$ cat src/hw/rtl/mcf_pkg.sv
// shared types and constants of the max-cost flow solver
`default_nettype none
package mcf_pkg;

  localparam int NODE_W  = 9;
  localparam int CAP_W   = 30;
  localparam int COST_W  = 21;
  localparam int GAIN_W  = 22;
  localparam int TOTAL_W = 64;
  localparam int CFG_IDX_W  = 1;
  localparam int CFG_DATA_W = 9;

  localparam logic [CFG_IDX_W-1:0] CFG_SOURCE = 1'b0;
  localparam logic [CFG_IDX_W-1:0] CFG_SINK   = 1'b1;

  localparam logic [CAP_W-1:0] SOURCE_LIMIT = 30'd1000000000;
  localparam logic [CAP_W-1:0] CAP_MAX      = 30'h3fffffff;

  typedef enum logic [4:0] {
    OP_NONE,
    OP_CLEAR,
    OP_ACCEPT,
    OP_LINK_FWD,
    OP_HEAD_RD,
    OP_LINK_REV,
    OP_INIT,
    OP_SEED,
    OP_POP,
    OP_UREAD,
    OP_ULOAD,
    OP_ECHK,
    OP_ERD,
    OP_EREL,
    OP_FIN,
    OP_FINCHK,
    OP_AUGCHK,
    OP_AUGPRED,
    OP_AUGSUB,
    OP_AUGADD,
    OP_MULLO,
    OP_MULHI,
    OP_MACC,
    OP_EMIT
  } op_t;

  typedef struct packed {
    op_t op;
  } cmd_t;

  typedef struct packed {
    logic cnt_last;
    logic last_edge;
    logic term_bad;
    logic q_empty;
    logic i_end;
    logic res_zero;
    logic cycle;
    logic dst_reached;
    logic aug_done;
    logic out_free;
  } status_t;

endpackage
`default_nettype wire

$ cat src/hw/rtl/mcf_ctrl.sv
// controller state machine sequencing load, search, augment and result
`default_nettype none
module mcf_ctrl (
  input  wire logic             clk,
  input  wire logic             rst_n,
  input  wire logic             in_valid,
  output logic                  in_stall,
  input  wire mcf_pkg::status_t status,
  output mcf_pkg::cmd_t         cmd
);

  typedef enum logic [23:0] {
    ST_CLEAR = 24'h000001,
    ST_IDLE  = 24'h000002,
    ST_LD1   = 24'h000004,
    ST_LD2   = 24'h000008,
    ST_LD3   = 24'h000010,
    ST_START = 24'h000020,
    ST_INIT  = 24'h000040,
    ST_SEED  = 24'h000080,
    ST_POP   = 24'h000100,
    ST_UREAD = 24'h000200,
    ST_ULOAD = 24'h000400,
    ST_ECHK  = 24'h000800,
    ST_ERD   = 24'h001000,
    ST_EREL  = 24'h002000,
    ST_FIN   = 24'h004000,
    ST_FIN2  = 24'h008000,
    ST_AUG   = 24'h010000,
    ST_AUG1  = 24'h020000,
    ST_AUG2  = 24'h040000,
    ST_AUG3  = 24'h080000,
    ST_MUL1  = 24'h100000,
    ST_MUL2  = 24'h200000,
    ST_MACC  = 24'h400000,
    ST_EMIT  = 24'h800000
  } state_t;

  state_t state_r, state_nxt;

  always_comb begin
    state_nxt = state_r;
    cmd.op    = mcf_pkg::OP_NONE;
    unique case (state_r)
      ST_CLEAR: begin
        cmd.op = mcf_pkg::OP_CLEAR;
        if (status.cnt_last) state_nxt = ST_IDLE;
      end
      ST_IDLE: begin
        if (in_valid) begin
          cmd.op    = mcf_pkg::OP_ACCEPT;
          state_nxt = ST_LD1;
        end
      end
      ST_LD1: begin
        cmd.op    = mcf_pkg::OP_LINK_FWD;
        state_nxt = ST_LD2;
      end
      ST_LD2: begin
        cmd.op    = mcf_pkg::OP_HEAD_RD;
        state_nxt = ST_LD3;
      end
      ST_LD3: begin
        cmd.op    = mcf_pkg::OP_LINK_REV;
        state_nxt = status.last_edge ? ST_START : ST_IDLE;
      end
      ST_START: begin
        state_nxt = status.term_bad ? ST_EMIT : ST_INIT;
      end
      ST_INIT: begin
        cmd.op = mcf_pkg::OP_INIT;
        if (status.cnt_last) state_nxt = ST_SEED;
      end
      ST_SEED: begin
        cmd.op    = mcf_pkg::OP_SEED;
        state_nxt = ST_POP;
      end
      ST_POP: begin
        cmd.op    = mcf_pkg::OP_POP;
        state_nxt = status.q_empty ? ST_FIN : ST_UREAD;
      end
      ST_UREAD: begin
        cmd.op    = mcf_pkg::OP_UREAD;
        state_nxt = ST_ULOAD;
      end
      ST_ULOAD: begin
        cmd.op    = mcf_pkg::OP_ULOAD;
        state_nxt = ST_ECHK;
      end
      ST_ECHK: begin
        cmd.op    = mcf_pkg::OP_ECHK;
        state_nxt = status.i_end ? ST_POP : ST_ERD;
      end
      ST_ERD: begin
        cmd.op    = mcf_pkg::OP_ERD;
        state_nxt = status.res_zero ? ST_ECHK : ST_EREL;
      end
      ST_EREL: begin
        cmd.op    = mcf_pkg::OP_EREL;
        state_nxt = status.cycle ? ST_EMIT : ST_ECHK;
      end
      ST_FIN: begin
        cmd.op    = mcf_pkg::OP_FIN;
        state_nxt = ST_FIN2;
      end
      ST_FIN2: begin
        cmd.op    = mcf_pkg::OP_FINCHK;
        state_nxt = status.dst_reached ? ST_AUG : ST_EMIT;
      end
      ST_AUG: begin
        cmd.op    = mcf_pkg::OP_AUGCHK;
        state_nxt = status.aug_done ? ST_MUL1 : ST_AUG1;
      end
      ST_AUG1: begin
        cmd.op    = mcf_pkg::OP_AUGPRED;
        state_nxt = ST_AUG2;
      end
      ST_AUG2: begin
        cmd.op    = mcf_pkg::OP_AUGSUB;
        state_nxt = ST_AUG3;
      end
      ST_AUG3: begin
        cmd.op    = mcf_pkg::OP_AUGADD;
        state_nxt = ST_AUG;
      end
      ST_MUL1: begin
        cmd.op    = mcf_pkg::OP_MULLO;
        state_nxt = ST_MUL2;
      end
      ST_MUL2: begin
        cmd.op    = mcf_pkg::OP_MULHI;
        state_nxt = ST_MACC;
      end
      ST_MACC: begin
        cmd.op    = mcf_pkg::OP_MACC;
        state_nxt = ST_INIT;
      end
      ST_EMIT: begin
        cmd.op = mcf_pkg::OP_EMIT;
        if (status.out_free) state_nxt = ST_CLEAR;
      end
      default: begin
        state_nxt = ST_CLEAR;
      end
    endcase
  end

  always_ff @(posedge clk) begin
    if (!rst_n) begin
      state_r <= ST_CLEAR;
    end else begin
      state_r <= state_nxt;
    end
  end

  assign in_stall = (state_r != ST_IDLE);

endmodule
`default_nettype wire

$ cat config.mk
export PLATFORM = sky130hd
export DESIGN_NAME = mcf_ctrl
export DESIGN_NICKNAME = d
export VERILOG_FILES = /design/src/hw/rtl/mcf_pkg.sv /design/src/hw/rtl/mcf_ctrl.sv
export SDC_FILE = /design/constraint.sdc
export NUM_CORES = 1
export LEC_CHECK = 0
export BUFFER_PORTS_ARGS = -buffer_cell sky130_fd_sc_hd__buf_2
export CAP_MARGIN = 20
export CORE_MARGIN = 2
export CORE_UTILIZATION = 55
export DETAILED_ROUTE_END_ITERATION = 16
export GPL_TIMING_DRIVEN = 0
export HOLD_SLACK_MARGIN = 0.03
export PLACE_DENSITY_LB_ADDON = 0.3
export SYNTH_ARGS = -nofsm -noshare
export SYNTH_HDL_FRONTEND = slang
export SYNTH_SLANG_ARGS = --single-unit
$ cat constraint.sdc
create_clock -name clk -period 3 [get_ports clk]
set_clock_uncertainty 0.15 [all_clocks]
set_input_delay 0.15 -clock clk [delete_from_list [all_inputs] [get_ports clk]]
set_output_delay 0.15 -clock clk [all_outputs]
set_load 0.005 [all_outputs]
== Word level (Yosys, flattened, before mapping) ==
Cells that the tools add are included.
Storage, ports and cells
  bits in registers: 24
  bits of input ports: 13
  output and inout bits: 6
  word-level logic and storage cells: 46
Cells by class
  equality and inequality tests: 29
  mux-type cells: 15
  reduce and logical (&&, ||, !) cells: 1
Operators with widths (count)
  $pmux 24 s24: 1
  $mux 24: 7
  $pmux 5 s23: 1
  $eq 24x1->1 const B: 1
  $eq 24x10->1 const B: 1
  $eq 24x11->1 const B: 1
  $eq 24x12->1 const B: 1
  $eq 24x13->1 const B: 1
  $eq 24x14->1 const B: 1
  $eq 24x15->1 const B: 1
  $eq 24x16->1 const B: 1
  $eq 24x17->1 const B: 1
  $eq 24x18->1 const B: 1
  $eq 24x19->1 const B: 1
  $eq 24x2->1 const B: 1
  $eq 24x20->1 const B: 1
  $eq 24x21->1 const B: 1
  $eq 24x22->1 const B: 1
  $eq 24x23->1 const B: 1
  $eq 24x24->1 const B: 1
  $eq 24x3->1 const B: 1
  $eq 24x4->1 const B: 1
  $eq 24x5->1 const B: 1
  $eq 24x6->1 const B: 1
  other kinds (12): 15

== Logic depth before layout (Yosys ltp) ==
  depth after elaboration: 3
  depth in mapped cells: 8
  gate-level depth less buffers: 6

== Worst setup path after synthesis ==
No wires, ideal clock.
  path type: register to output
  start: register state_r[17]
  end: output port cmd[2] (netlist bit)
  data arrival time: 2043 ps
  data required time: 2700 ps
  slack: 657 ps
  cell stages (with the launch flop): 9
  path buffers: 2
  path through: dfxtp_1 buf_6 nor4_4 nand3_2 or3_1 buf_2 or4_1 nand3_1 or4_1
RTL lines
  start, declared: line mcf_ctrl.sv:39  | state_t state_r, state_nxt;
  start signal, assigned: line mcf_ctrl.sv:152  | state_r <= state_nxt;
  end, declared: line mcf_ctrl.sv:9  | output mcf_pkg::cmd_t cmd

==> results by group <==
Timing
  • Setup violations, final: 0
  • Final period utilization: a little over nine tenths
  • Unrepaired setup endpoints after global routing: true
  • Rel. slew slack: approximately 66%
  • Tmin final: between 2 and 3 ns
  • Tightest Pin Transition: roughly 0.50 ns
  • TNS Setup: 0 ns
  • Max Fclk: 342 MHz
  • Max-slew violations: 0
  • Fin. Hold Viols: 0

Synth
  • EDFF count, synth: 0
  • Sequential fraction of the synthesis area: about 28%
  • Syn Std Cell Area: approximately 1700 µm²
  • Synth Instances: about 200
  • Asr flop ratio synth: 0%
  • Net Count, Synth: between 200 and 250
  • Post-synth cell types: 57
  • Synthesized flop and latch total: 24
  • Yosys Warn Count: 0
  • Main synth FF type: dfxtp_1
  • Syn_area_per_cell: 8.58 µm²

Finish
  • Fraction of layout cells with a size suffix above 1: a little over a quarter
  • Core Util, Final: between 60% and 70%
  • Post-route cell area: between 2000 and 2500 µm²
  • Most frequent cells in the layout: dfxtp_1, buf_2, nor2_1, nand2_1, dlygate4sd3_1
  • Syn-to-layout area delta: 22.0%
  • Most flop-heavy register: state_r
  • Commonest non-fill, non-tap cell in the layout: dfxtp_1
  • Top Registers: state_r (24)
  • Number of flip-flops in the largest register: 24
  • Final #Nets: 256
  • # diodes: 0

Min path
  • Worst hold path depth: 4
  • Hold Path Class: in2reg
  • Worst Hold Launch: status[9]

Power
  • Power per standard cell area: around 440 nW/µm²
  • Clk network pwr share: 15.8%
  • Peak supply drop: ~0.00022 V
  • Sequential power share: around 40%
  • Internal power: ~550 µW
  • Power Total: around 920 µW
  • Net Switching: between 300 and 400 µW
  • P_leak: ~0.00091 µW
  • Logic pwr share: roughly 45%
  • Sw Ratio: between 40% and 50%

Clocking
  • Clock sinks: 24
  • CTS tree: built
  • Clock Path Buffers: 2
  • TritonCTS buffer count: 3
  • CTS HTree Levels: 1
  • CTS Root Cell: clkbuf_4
  • Worst skew pair latency: 0.32 ns
  • Clock-pin slew of the registers on the worst-case setup and hold paths: approximately 0.14 ns

Routing
  • Post-Route WL: around 4400 µm
  • First-pass DRT Iterations: 4
  • Vias: 1722
  • Vias/cell: roughly 6.0
  • Final ANT Viol Nets: 0
  • DRC errors left: 0
  • Wire per inst: ~16 µm
  • Detailed Route Iter0 Violations: roughly 170

Worst setup path
  • Largest stage delay, worst path: a little under 0.5 ns
  • Critical path capture point type: output pin
  • Startpoint type of the worst setup path: flip-flop
  • Setup crit end: cmd[2]
  • Reg-to-reg endpoint: state_r[23]$_SDFFE_PN0P_
  • Critical path's most frequent cell: buf_2
  • Top delay family on crit path: simple AND/OR/NAND/NOR gates
  • Critical path data arrival time: 2.62 ns
  • Critical Path RT: between 2 and 3 ns
  • Stages on the worst setup path: 8
  • Buf+Inv Stages, Crit Path: 3
  • Reg-to-reg slack, setup: roughly 0.25 ns
  • Crit Path Max Fanout: 8
  • Worst r2r src: state_r[7]$_SDFFE_PN0P_
  • Crit path launch: state_r[7]$_SDFFE_PN0P_
  • Crit path kind: reg2out
  • Crit-path cells: buf_4 -> nor4_4 -> nand3_2 -> or3_1 -> buf_2 -> o41ai_1 -> or4_1 -> buf_2
  • R2R depth: 7
  • Crit path max-delay cell type: o41ai_1

Placed design
  • Final RePlAce weighted congestion: 0.972
  • Port Buffer Count: 18
  • Hpwl dp: about 3300 µm
  • Dpl cell area: 1880 µm²

Die
  • Cell Rows: 20
  • Chip height: about 60 µm
  • I/O pin cnt: 19
  • Starting Density: a little under three fifths
  • Die Area: 3620 µm²
  • Core area: ~3000 µm²
  • Die Wd: around 60 µm

Global routing
  • Total GRT Usage: a little over a quarter
  • Gr ovfl total: 0
  • Largest net degree at the start of global routing: 13
  • Initial antenna violation count: 0
  • First-pass GRT wire length: a little over 7000 µm
  • Vias in the first global route: approximately 1500

Run status
  • Status: complete, no violations

Run
  • Max cap viols: 0
## worst min-delay path, delay by kind of cell
| kind | cells | cell delay (ns) |
|---|---|---|
| AO/OA/AOI/OAI | 2 | 0.17 |
| AND/OR/NAND/NOR | 1 | 0.08 |
| buffers and inverters | 1 | 0.11 |
## final cells by class
type	instances	area [µm²]
buffer	13	125
inverter	4	15.0
tap	44	55.1
multi-input combinational	161	1160
fill	248	912
clock buffer	3	22.5
timing repair buffer	36	253
sequential	24	480
## cell usage after synthesis, types with 3 or more instances
cell / number / area share (%)
nor2_1: 18 / 3.9
a21oi_1: 5 / 1.4
xnor2_1: 8 / 4.0
nand3b_1: 3 / 1.3
nand2b_1: 4 / 1.4
nand3_1: 6 / 1.7
buf_6: 4 / 2.6
dfxtp_1: 24 / 28
o21ai_0: 7 / 2.0
nor3_1: 12 / 3.5
nand4b_1: 3 / 1.5
xor2_1: 5 / 2.5
nand2_1: 14 / 3.0
nor3b_1: 4 / 1.7
nand4_1: 8 / 2.9
or3_1: 3 / 1.1
nor4_1: 6 / 2.2
inv_1: 4 / 0.87
or4_1: 7 / 3.0
nor4_4: 3 / 3.7
buf_4: 3 / 1.3
## stage by stage
stage | hold WS, ns | cells | setup slack, ns
floorplan | 0.0716 | 202 | 0.657
global placement | 0.169 | 264 | 0.332
detailed placement | 0.173 | 264 | 0.374
CTS | 0.0728 | 278 | 0.00518
global route | 0.0828 | 285 | -0.00557
finish | 0.0764 | 285 | 0.0778
## worst min-delay path by stage
stage	end	slack, ns
detailed placement	state_r[9]$_SDFFE_PN0P_	0.17
finish	state_r[6]$_SDFFE_PN0P_	0.08
global placement	state_r[9]$_SDFFE_PN0P_	0.17
CTS	state_r[6]$_SDFFE_PN0P_	0.07
floorplan	state_r[9]$_SDFFE_PN0P_	0.07
global route	state_r[6]$_SDFFE_PN0P_	0.08
## power by group through the flow
stage	sequential, µW	clock, µW	combinational (µW)
finish	361	146	414
global route	362	159	452
CTS	359	147	385
detailed placement	366	0	375
global placement	366	0	375
floorplan	358	0	275
## per-layer routing
layer | global-route usage (%) | wire length [µm] | up-vias
li1 | - | - | 853
met3 | 3.25 | 245 | 7
met1 | 39.9 | 2140 | 805
met5 | 0 | 0 | -
met4 | 7.62 | 48 | 0
met2 | 38.7 | 2010 | 57
## repair_timing
action,CTS,global route
setup endpoints to repair,0,5
buffers inserted,0,7
hold endpoints to repair,11,0
hold buffers,11,0
resized for setup,0,8
## cell families (layout without fill, tap and decap cells)
family	count (synthesis)	after routing	synth area share, %
and+or+nand+nor	115	115	43.1
muxes	1	1	0.577
AOI/OAI and AO/OA	32	32	13.9
buffers and inverters	17	56	8.08
xor gates and xnor gates	13	13	6.57
DFF	24	24	27.7
Note: power is estimated with default switching activity, not from simulation.
